==> config.mk <==
export PLATFORM = sky130hd
export DESIGN_NAME = morse_keying_encoder_top
export DESIGN_NICKNAME = d
export VERILOG_FILES = /design/src/sv/mke_pkg.sv /design/src/sv/morse_keying_encoder_top.sv
export SDC_FILE = /design/constraint.sdc
export NUM_CORES = 1
export LEC_CHECK = 0
export ABC_AREA = 1
export BUFFER_PORTS_ARGS = -buffer_cell sky130_fd_sc_hd__buf_2
export CORE_ASPECT_RATIO = 0.9
export CORE_UTILIZATION = 54
export DETAILED_ROUTE_END_ITERATION = 10
export GPL_TIMING_DRIVEN = 0
export PLACE_DENSITY = 0.81
export SLEW_MARGIN = 25
export SYNTH_ARGS = -nofsm -noshare
export SYNTH_HDL_FRONTEND = slang
export SYNTH_SLANG_ARGS = --single-unit
==> constraint.sdc <==
create_clock -name clk -period 2.9 [get_ports clk]
set_input_delay 0.435 -clock clk [delete_from_list [all_inputs] [get_ports clk]]
set_output_delay 0.435 -clock clk [all_outputs]
set_load 0.01 [all_outputs]
==> src/sv/mke_pkg.sv <==
// shared types, microcode store and symbol table of the morse keying encoder
package mke_pkg;

    localparam int UNIT_W  = 8;
    localparam int PAD_W   = 10;
    localparam int DUR_W   = 11;
    localparam int SYM_W   = 5;
    localparam int CNT_W   = 3;
    localparam int PADDR_W = 3;

    // register index, taken from paddr[2]
    localparam logic REG_UNIT_SIZE = 1'b0;
    localparam logic REG_PAD_LEN   = 1'b1;

    localparam logic [1:0] REQ_START = 2'd0;
    localparam logic [1:0] REQ_CHAR  = 2'd1;
    localparam logic [1:0] REQ_END   = 2'd2;
    localparam logic [7:0] CHAR_SPACE = 8'h20;

    typedef struct packed {
        logic [1:0] req_type;
        logic [7:0] char_code;
    } mke_in_t;

    typedef struct packed {
        logic             level;
        logic [DUR_W-1:0] duration;
        logic             last;
    } mke_out_t;

    typedef enum logic [2:0] {
        UA_IDLE,
        UA_PAD,
        UA_SPACE,
        UA_LGAP,
        UA_MARK,
        UA_SGAP
    } uaddr_t;

    typedef enum logic [2:0] {
        C_NEVER,
        C_ALWAYS,
        C_PAD_NZ,
        C_GAP,
        C_NO_SYM,
        C_LAST_SYM
    } cond_t;

    typedef enum logic [2:0] {
        D_PAD,
        D_U1,
        D_U3,
        D_U7,
        D_SYM
    } dur_sel_t;

    typedef enum logic [1:0] {
        G_KEEP,
        G_CLR,
        G_SET
    } gap_op_t;

    typedef struct packed {
        logic     dispatch;
        cond_t    emit_cond;
        logic     level;
        dur_sel_t dur_sel;
        cond_t    last_cond;
        gap_op_t  gap_op;
        logic     shift;
        cond_t    jump_cond;
        uaddr_t   jump_addr;
        uaddr_t   next_addr;
    } ucode_t;

    typedef struct packed {
        logic [CNT_W-1:0] len;
        logic [SYM_W-1:0] pat;   // first symbol in the msb, 1 is a dash
    } sym_code_t;

    function automatic ucode_t ucode_rom(input uaddr_t addr);
        ucode_t w;
        w = '{dispatch: 1'b0, emit_cond: C_NEVER, level: 1'b0, dur_sel: D_U1,
              last_cond: C_NEVER, gap_op: G_KEEP, shift: 1'b0, jump_cond: C_ALWAYS,
              jump_addr: UA_IDLE, next_addr: UA_IDLE};
        unique case (addr)
            UA_IDLE:
            begin
                w.dispatch  = 1'b1;
            end
            UA_PAD:
            begin
                w.emit_cond = C_PAD_NZ;
                w.dur_sel   = D_PAD;
                w.last_cond = C_ALWAYS;
                w.gap_op    = G_CLR;
            end
            UA_SPACE:
            begin
                w.emit_cond = C_ALWAYS;
                w.dur_sel   = D_U7;
                w.last_cond = C_ALWAYS;
                w.gap_op    = G_CLR;
            end
            UA_LGAP:
            begin
                w.emit_cond = C_GAP;
                w.dur_sel   = D_U3;
                w.last_cond = C_NO_SYM;
                w.gap_op    = G_SET;
                w.jump_cond = C_NO_SYM;
                w.next_addr = UA_MARK;
            end
            UA_MARK:
            begin
                w.emit_cond = C_ALWAYS;
                w.level     = 1'b1;
                w.dur_sel   = D_SYM;
                w.last_cond = C_LAST_SYM;
                w.shift     = 1'b1;
                w.jump_cond = C_LAST_SYM;
                w.next_addr = UA_SGAP;
            end
            UA_SGAP:
            begin
                w.emit_cond = C_ALWAYS;
                w.dur_sel   = D_U1;
                w.jump_addr = UA_MARK;
            end
            default:
            begin
                w.dispatch  = 1'b1;
            end
        endcase
        return w;
    endfunction

    function automatic sym_code_t sym_lookup(input logic [7:0] ch);
        sym_code_t s;
        s = '{len: 3'd0, pat: 5'b00000};
        case (ch)
            "A": s = '{len: 3'd2, pat: 5'b01000};
            "B": s = '{len: 3'd4, pat: 5'b10000};
            "C": s = '{len: 3'd4, pat: 5'b10100};
            "D": s = '{len: 3'd3, pat: 5'b10000};
            "E": s = '{len: 3'd1, pat: 5'b00000};
            "F": s = '{len: 3'd4, pat: 5'b00100};
            "G": s = '{len: 3'd3, pat: 5'b11000};
            "H": s = '{len: 3'd4, pat: 5'b00000};
            "I": s = '{len: 3'd2, pat: 5'b00000};
            "J": s = '{len: 3'd4, pat: 5'b01110};
            "K": s = '{len: 3'd3, pat: 5'b10100};
            "L": s = '{len: 3'd4, pat: 5'b01000};
            "M": s = '{len: 3'd2, pat: 5'b11000};
            "N": s = '{len: 3'd2, pat: 5'b10000};
            "O": s = '{len: 3'd3, pat: 5'b11100};
            "P": s = '{len: 3'd4, pat: 5'b01100};
            "Q": s = '{len: 3'd4, pat: 5'b11010};
            "R": s = '{len: 3'd3, pat: 5'b01000};
            "S": s = '{len: 3'd3, pat: 5'b00000};
            "T": s = '{len: 3'd1, pat: 5'b10000};
            "U": s = '{len: 3'd3, pat: 5'b00100};
            "V": s = '{len: 3'd4, pat: 5'b00010};
            "W": s = '{len: 3'd3, pat: 5'b01100};
            "X": s = '{len: 3'd4, pat: 5'b10010};
            "Y": s = '{len: 3'd4, pat: 5'b10110};
            "Z": s = '{len: 3'd4, pat: 5'b11000};
            "0": s = '{len: 3'd5, pat: 5'b11111};
            "1": s = '{len: 3'd5, pat: 5'b01111};
            "2": s = '{len: 3'd5, pat: 5'b00111};
            "3": s = '{len: 3'd5, pat: 5'b00011};
            "4": s = '{len: 3'd5, pat: 5'b00001};
            "5": s = '{len: 3'd5, pat: 5'b00000};
            "6": s = '{len: 3'd5, pat: 5'b10000};
            "7": s = '{len: 3'd5, pat: 5'b11000};
            "8": s = '{len: 3'd5, pat: 5'b11100};
            "9": s = '{len: 3'd5, pat: 5'b11110};
            default: s = '{len: 3'd0, pat: 5'b00000};
        endcase
        return s;
    endfunction

endpackage

==> src/sv/morse_keying_encoder_top.sv <==
// morse keying encoder: microcoded sequencer, symbol latch and segment output register
//
// in channel (in_valid/in_ready/in_data): one transaction per request, a start of
// message, a character or an end of message. out channel (out_valid/out_ready/
// out_data): keying segments, each a level and a duration in signal bits, with
// last set on the final segment caused by a request. a request that causes no
// segment (zero pad, unused request type) just returns the sequencer to idle.
// apb port: unit size at 0x0, pad_len at 0x4, written with pready tied high.
//
// sequencing: idle takes the request and dispatches, then the sequencer runs one
// microcode step per cycle while the output register is free. a character runs the
// letter gap step, then a mark step per symbol with a symbol gap step between marks;
// a pad or space request runs a single pad or space step. the next request is taken
// only once the sequencer is back in idle. each segment is loaded into the output register by the step that emits it.
//
// reset clears the sequencer, the gap flag and the output valid, and sets
// the unit size to 1 and pad_len to 0. when the receiver stalls, the segment waits
// in the output register and the sequencer holds its step until the register frees.
module morse_keying_encoder_top (
    input  logic                           clk,
    input  logic                           rst_n,
    input  logic                           in_valid,
    output logic                           in_ready,
    input  mke_pkg::mke_in_t               in_data,
    output logic                           out_valid,
    input  logic                           out_ready,
    output mke_pkg::mke_out_t              out_data,
    input  logic                           psel,
    input  logic                           penable,
    input  logic                           pwrite,
    input  logic [mke_pkg::PADDR_W-1:0]    paddr,
    input  logic [31:0]                    pwdata,
    output logic [31:0]                    prdata,
    output logic                           pready
);
    import mke_pkg::*;

    uaddr_t            upc_reg, upc_next;
    logic [UNIT_W-1:0] unit_size_reg;
    logic [PAD_W-1:0]  pad_len_reg;
    logic              gap_reg, gap_next;
    logic [SYM_W-1:0]  sym_bits_reg, sym_bits_next;
    logic [CNT_W-1:0]  sym_cnt_reg, sym_cnt_next;
    logic              out_valid_reg, out_valid_next;
    mke_out_t          out_reg, out_next;

    ucode_t            uw;
    sym_code_t         lk;
    logic              cfg_wr;
    logic              seg_free;
    logic              step_go;
    logic              do_emit;
    logic              do_jump;
    logic [UNIT_W-1:0] unit;
    logic [DUR_W-1:0]  dur_u1, dur_u3, dur_u7;
    logic [DUR_W-1:0]  dur;

    function automatic logic cond_eval(input cond_t c, input logic pad_nz,
                                       input logic gap, input logic [CNT_W-1:0] cnt);
        logic r;
        r = 1'b0;
        unique case (c)
            C_NEVER:    r = 1'b0;
            C_ALWAYS:   r = 1'b1;
            C_PAD_NZ:   r = pad_nz;
            C_GAP:      r = gap;
            C_NO_SYM:   r = (cnt == '0);
            C_LAST_SYM: r = (cnt == CNT_W'(1));
            default:    r = 1'b0;
        endcase
        return r;
    endfunction

    // configuration port
    assign pready = 1'b1;
    assign cfg_wr = psel && penable && pwrite;

    always_comb
    begin
        unique case (paddr[2])
            REG_UNIT_SIZE: prdata = {{(32-UNIT_W){1'b0}}, unit_size_reg};
            REG_PAD_LEN:   prdata = {{(32-PAD_W){1'b0}}, pad_len_reg};
            default:       prdata = '0;
        endcase
    end

    always_ff @(posedge clk or negedge rst_n)
    begin
        if (!rst_n)
        begin
            unit_size_reg <= UNIT_W'(1);
            pad_len_reg   <= '0;
        end
        else if (cfg_wr)
        begin
            if (paddr[2] == REG_UNIT_SIZE)
            begin
                unit_size_reg <= pwdata[UNIT_W-1:0];
            end
            else
            begin
                pad_len_reg <= pwdata[PAD_W-1:0];
            end
        end
    end

    // unit multiples, a zero unit counts as one
    assign unit   = (unit_size_reg == '0) ? UNIT_W'(1) : unit_size_reg;
    assign dur_u1 = DUR_W'(unit);
    assign dur_u3 = DUR_W'({unit, 1'b0}) + DUR_W'(unit);
    assign dur_u7 = DUR_W'({unit, 3'b000}) - DUR_W'(unit);

    assign uw        = ucode_rom(upc_reg);
    assign lk        = sym_lookup(in_data.char_code);
    assign seg_free  = !out_valid_reg || out_ready;
    assign in_ready  = uw.dispatch;
    assign step_go   = !uw.dispatch && seg_free;
    assign out_valid = out_valid_reg;
    assign out_data  = out_reg;

    always_comb
    begin
        unique case (uw.dur_sel)
            D_PAD:   dur = DUR_W'(pad_len_reg);
            D_U1:    dur = dur_u1;
            D_U3:    dur = dur_u3;
            D_U7:    dur = dur_u7;
            D_SYM:   dur = sym_bits_reg[SYM_W-1] ? dur_u3 : dur_u1;
            default: dur = dur_u1;
        endcase
    end

    always_comb
    begin
        upc_next       = upc_reg;
        gap_next       = gap_reg;
        sym_bits_next  = sym_bits_reg;
        sym_cnt_next   = sym_cnt_reg;
        out_valid_next = out_valid_reg && !out_ready;
        out_next       = out_reg;
        do_emit        = cond_eval(uw.emit_cond, pad_len_reg != '0, gap_reg, sym_cnt_reg);
        do_jump        = cond_eval(uw.jump_cond, pad_len_reg != '0, gap_reg, sym_cnt_reg);

        if (uw.dispatch)
        begin
            if (in_valid)
            begin
                sym_bits_next = lk.pat;
                sym_cnt_next  = lk.len;
                unique case (in_data.req_type) inside
                    REQ_START, REQ_END: upc_next = UA_PAD;
                    REQ_CHAR:
                    begin
                        upc_next = (in_data.char_code == CHAR_SPACE) ? UA_SPACE : UA_LGAP;
                    end
                    default:            upc_next = UA_IDLE;
                endcase
            end
        end
        else if (step_go)
        begin
            if (do_emit)
            begin
                out_valid_next    = 1'b1;
                out_next.level    = uw.level;
                out_next.duration = dur;
                out_next.last     = cond_eval(uw.last_cond, pad_len_reg != '0, gap_reg,
                                              sym_cnt_reg);
            end
            unique case (uw.gap_op)
                G_KEEP:  gap_next = gap_reg;
                G_CLR:   gap_next = 1'b0;
                G_SET:   gap_next = 1'b1;
                default: gap_next = gap_reg;
            endcase
            if (uw.shift)
            begin
                sym_bits_next = {sym_bits_reg[SYM_W-2:0], 1'b0};
                sym_cnt_next  = sym_cnt_reg - CNT_W'(1);
            end
            upc_next = do_jump ? uw.jump_addr : uw.next_addr;
        end
    end

    always_ff @(posedge clk or negedge rst_n)
    begin
        if (!rst_n)
        begin
            upc_reg       <= UA_IDLE;
            gap_reg       <= 1'b0;
            sym_cnt_reg   <= '0;
            out_valid_reg <= 1'b0;
        end
        else
        begin
            upc_reg       <= upc_next;
            gap_reg       <= gap_next;
            sym_cnt_reg   <= sym_cnt_next;
            out_valid_reg <= out_valid_next;
        end
    end

    always_ff @(posedge clk)
    begin
        sym_bits_reg <= sym_bits_next;
        out_reg      <= out_next;
    end

    // a segment marked last always hands the sequencer back to idle
    a_last_to_idle: assert property (@(posedge clk) disable iff (!rst_n)
        (step_go && do_emit && out_next.last) |=> (upc_reg == UA_IDLE))
        else $error("last segment not followed by idle");

    // a non-space character always goes through the letter gap step
    a_char_dispatch: assert property (@(posedge clk) disable iff (!rst_n)
        (in_valid && in_ready && in_data.req_type == REQ_CHAR &&
         in_data.char_code != CHAR_SPACE) |=> (upc_reg == UA_LGAP))
        else $error("character not dispatched to letter gap");

    // the symbol count never exceeds the longest code
    a_sym_cnt: assert property (@(posedge clk) disable iff (!rst_n)
        sym_cnt_reg <= CNT_W'(SYM_W))
        else $error("symbol count out of range");

    // marks are only produced while symbols remain
    a_mark_has_sym: assert property (@(posedge clk) disable iff (!rst_n)
        (upc_reg == UA_MARK) |-> (sym_cnt_reg != '0))
        else $error("mark step with no symbol left");

    // a stalled segment is not overwritten by the sequencer
    a_no_overwrite: assert property (@(posedge clk) disable iff (!rst_n)
        (out_valid_reg && !out_ready) |=> $stable(out_reg))
        else $error("pending segment overwritten");

endmodule
==> reports/qor_table.md <==
| Parameter | This run |
|:---|:---|
| Critical R2R Launch | unit_size_reg[5]$_DFFE_PN0P_ |
| Most numerous cell in the Yosys netlist | nand2_1 |
| Die span in y | 81.75 microns |
| Count of flip-flops with a built-in enable after synthesis | 18 |
| Top cells by area in the synthesized netlist | dfrtp_1, edfxtp_1, nand2_1 |
| Most frequent cell on the critical path | inv_1 |
| Worst setup path startpoint | unit_size_reg[5]$_DFFE_PN0P_ |
| WP data required | 2.94 ns |
| Area taken by flip-flops and latches | 1196 sq um |
| Total Nets Final | 694 |
| Area post-placement | 4258 sq um |
| Avg WL per Cell | 13.07 microns |
| Post-synth top area cell | dfrtp_1 |
| Max rail drop VDD | 0.0002852 V |
| End of the worst register-to-register path | out_data[9]$_DFFE_PP_ |
| Final Cycle Share | 0.9305 |
| TritonCTS clock tree | done |
| Async set-reset flop share out of synthesis | 0.5909 |
| Weighted congestion at the end of routability-driven global placement | 0.9180 |
| Global-route wire length before repair | 15.14 mm |
| Estimated wirelength of the detail-placed design | 7.115 mm |
| Prevailing post-synth register cell | dfrtp_1 |
| GRT Util Overall | 0.2535 |
| Final Critical Period | 2.699 ns |
| Fillers | 580 |
| Number of flip-flops under the largest register name | 13 |
| Reg2Reg Setup Slack | 0.20 ns |
| Status | complete, no violations |
| Unrepaired setup endpoints after global routing | false |
| Flip-flop and latch count after synthesis | 44 |
| Library cell used as clock root buffer | clkbuf_8 |
| Cts bufs inserted | 5 |
| Number of warning messages in the yosys log | 0 |
| Worst R2R Path Depth | 17 |
| Leakage power figure | 2.349 nW |
| Initial core utilization | 0.5703 |
| Delay of the slowest cell on the worst path | 0.43 ns |
| Leftover overflow at the end of global routing | 0 |
| Synth cell types | 50 |
| Sink Count | 44 |
| Pin count of the biggest net entering global routing | 27 |
| Actual slew at the worst max-slew pin | 0.6525 ns |
| Portion of synthesized cell area occupied by the leading cell type | 0.1639 |
| Post-CTS Hold Buffers | 0 |
| Final setup violation count | 0 |
| Critical Path Source Type | register |
| Top cells by count, synth | nand2_1, inv_1, o21ai_0, nand3_1, nor2_1 |
| Cell Count Post-Placement | 694 |
| Slowest stage cell, crit path | dfrtp_1 |
| Antenna violations before repair | 0 |
| Core occupancy in the finished layout | 0.6576 |
| Reg clk slew, reported paths | 0.10 ns |
| CORE AREA | 6691 sq um |
| Kind of critical path | register to register |
| Final std cell area, no fill | 4400 sq um |
| CP endpoint | out_data[9]$_DFFE_PP_ |
| Hold Fails Final Rpt | 0 |
| Width of the chip | 90.61 microns |
| Share of post-route cells with drive strength above 1 | 0.2163 |
| Rows | 28 |
| Clock tree skew after final layout | 0.01293 ns |
| Buffers added on ports | 50 |
| Maximum clock frequency | 370.6 MHz |
| Vias per std cell | 5.379 |
| Max-capacitance violation count | 0 |
| Antenna diode count | 0 |
| Area growth from synthesis to layout | 15.31% |
| Floorplan die area | 7407 sq um |
| Via count of the first global-routing pass | 3356 |
| Deepest clock path buffer count | 2 |
| Signal arrival time at the worst endpoint | 2.74 ns |
| Worst max-slew margin expressed relative to the limit | 0.5646 |
| Number of design-rule violations left by the first detailed-router iteration | 313 |
| CTS H-tree lvls | 2 |
| Power consumption | 3.468 mW |
| Routed vias | 3792 |
| CP Max Fanout | 5 |
| Number of ports placed on the die boundary | 100 |
| CP cell instances | inv_2, ha_1, nand2_1, nor2_2, nand2_4, inv_1, nor2_2, inv_1, ha_1, inv_1, o21bai_2, a31o_1, clkinv_2, nand2_2, nand2_1, nand3_1, nand3_1 |
| Post-synthesis area per instance | 7.160 sq um |
| Total Wirelength | 9.214 mm |
| Type of element capturing the critical path | register |
| Synth Cell Area | 3816 sq um |
| Area used by multi-input combinational logic | 2182 sq um |
| Count of final max-slew check failures | 0 |
| Non-filler instance count after layout | 705 |
| Antenna violation net count after detailed routing | 0 |
| Sequential fraction of the synthesis area | 0.3125 |
| Pwr dens | 788.0 nW/um^2 |
| Length of the first detailed-routing pass in iterations | 5 |
| Total DRC errors in the routed layout | 0 |
| Clock latency reported for the late side of the worst-skew pair | 0.31 ns |
| HP Class | input pin to asynchronous set/reset pin |
| Instance count of the mapped netlist | 533 |
-- placed cells by master (no fill, tap or decap), drive strengths merged, types with 4 or more instances in the layout --
master	netlist	layout
o211ai	6	6
inv	79	80
o21ai	57	57
nand2	143	143
a31oi	4	4
ha	28	28
edfxtp	18	18
conb	2	23
clkbuf	5	11
o21bai	4	4
nor4	4	4
buf	27	80
nand4	4	4
a21oi	15	15
nor2	36	36
nand3	43	43
clkinv	3	4
nor3	4	4
dfrtp	25	25
-- cell families after synthesis --
group                    synth area share
buffers and inverters              0.1393
adder cells (fa/ha/maj)           0.09180
AO/OA/AOI/OAI                      0.1669
other                            0.001968
flip-flops                         0.3125
AND/OR/NAND/NOR                    0.2787
multiplexers                     0.008852
-- routing by layer --
layer	share of wire	vias up	track usage	wire, microns
met5	0	-	0	0
met4	0.018	0	0.1016	170
met1	0.46	1704	0.3418	4209
met2	0.45	194	0.4182	4132
li1	-	1876	-	-
met3	0.076	18	0.03148	702
-- critical path, delay by kind of cell (launching register included) --
family / cells / cell delay, ns
simple gates: 8 / 0.69
compound gates: 2 / 0.36
buf+inv: 5 / 0.46
fa+ha+maj: 2 / 0.52
flops: 1 / 0.43
-- per-stage QoR --
stage / hold WS (ns) / setup TNS [ns] / setup WS [ns]
after detailed placement: 0.4603 / -0.3856 / -0.1456
after CTS: 0.1328 / 0 / 0.01661
after floorplan: 0.1394 / 0 / 0.2970
after global placement: 0.4584 / -0.1663 / -0.08701
after global routing: 0.1674 / 0 / 0.001153
final: 0.1197 / 0 / 0.2014
-- worst min path at each step --
stage	depth (start not counted)	start	slack, ns	to
after floorplan	0	rst_n	0.14	gap_reg$_DFFE_PN0P_
after global placement	1	rst_n	0.46	pad_len_reg[0]$_DFFE_PN0P_
after detailed placement	1	rst_n	0.46	pad_len_reg[0]$_DFFE_PN0P_
after CTS	1	rst_n	0.13	unit_size_reg[1]$_DFFE_PN0P_
after global routing	1	rst_n	0.17	pad_len_reg[0]$_DFFE_PN0P_
final	1	rst_n	0.12	unit_size_reg[1]$_DFFE_PN0P_
-- layout make-up --
type                       instances  area share
inverter                          82     0.07080
timing repair buffer              53     0.06198
buffer                            32     0.05004
clock inverter                     2    0.002559
multi-input combinational        396      0.4959
clock buffer                       6     0.02132
sequential                        44      0.2718
tap                               90     0.02559
-- power breakdown --
part / total (mW) / switching [mW] / internal [mW]
combinational: 1.90 / 1.22 / 0.681
clock: 0.447 / 0.225 / 0.221
sequential: 1.12 / 0.146 / 0.974
-- what timing repair did --
item,in CTS,in global routing
setup endpoints to repair,5,5
resized for setup,2,7
setup buffers,2,1
pin swaps,0,1
Note: power is estimated with default switching activity, not from simulation.
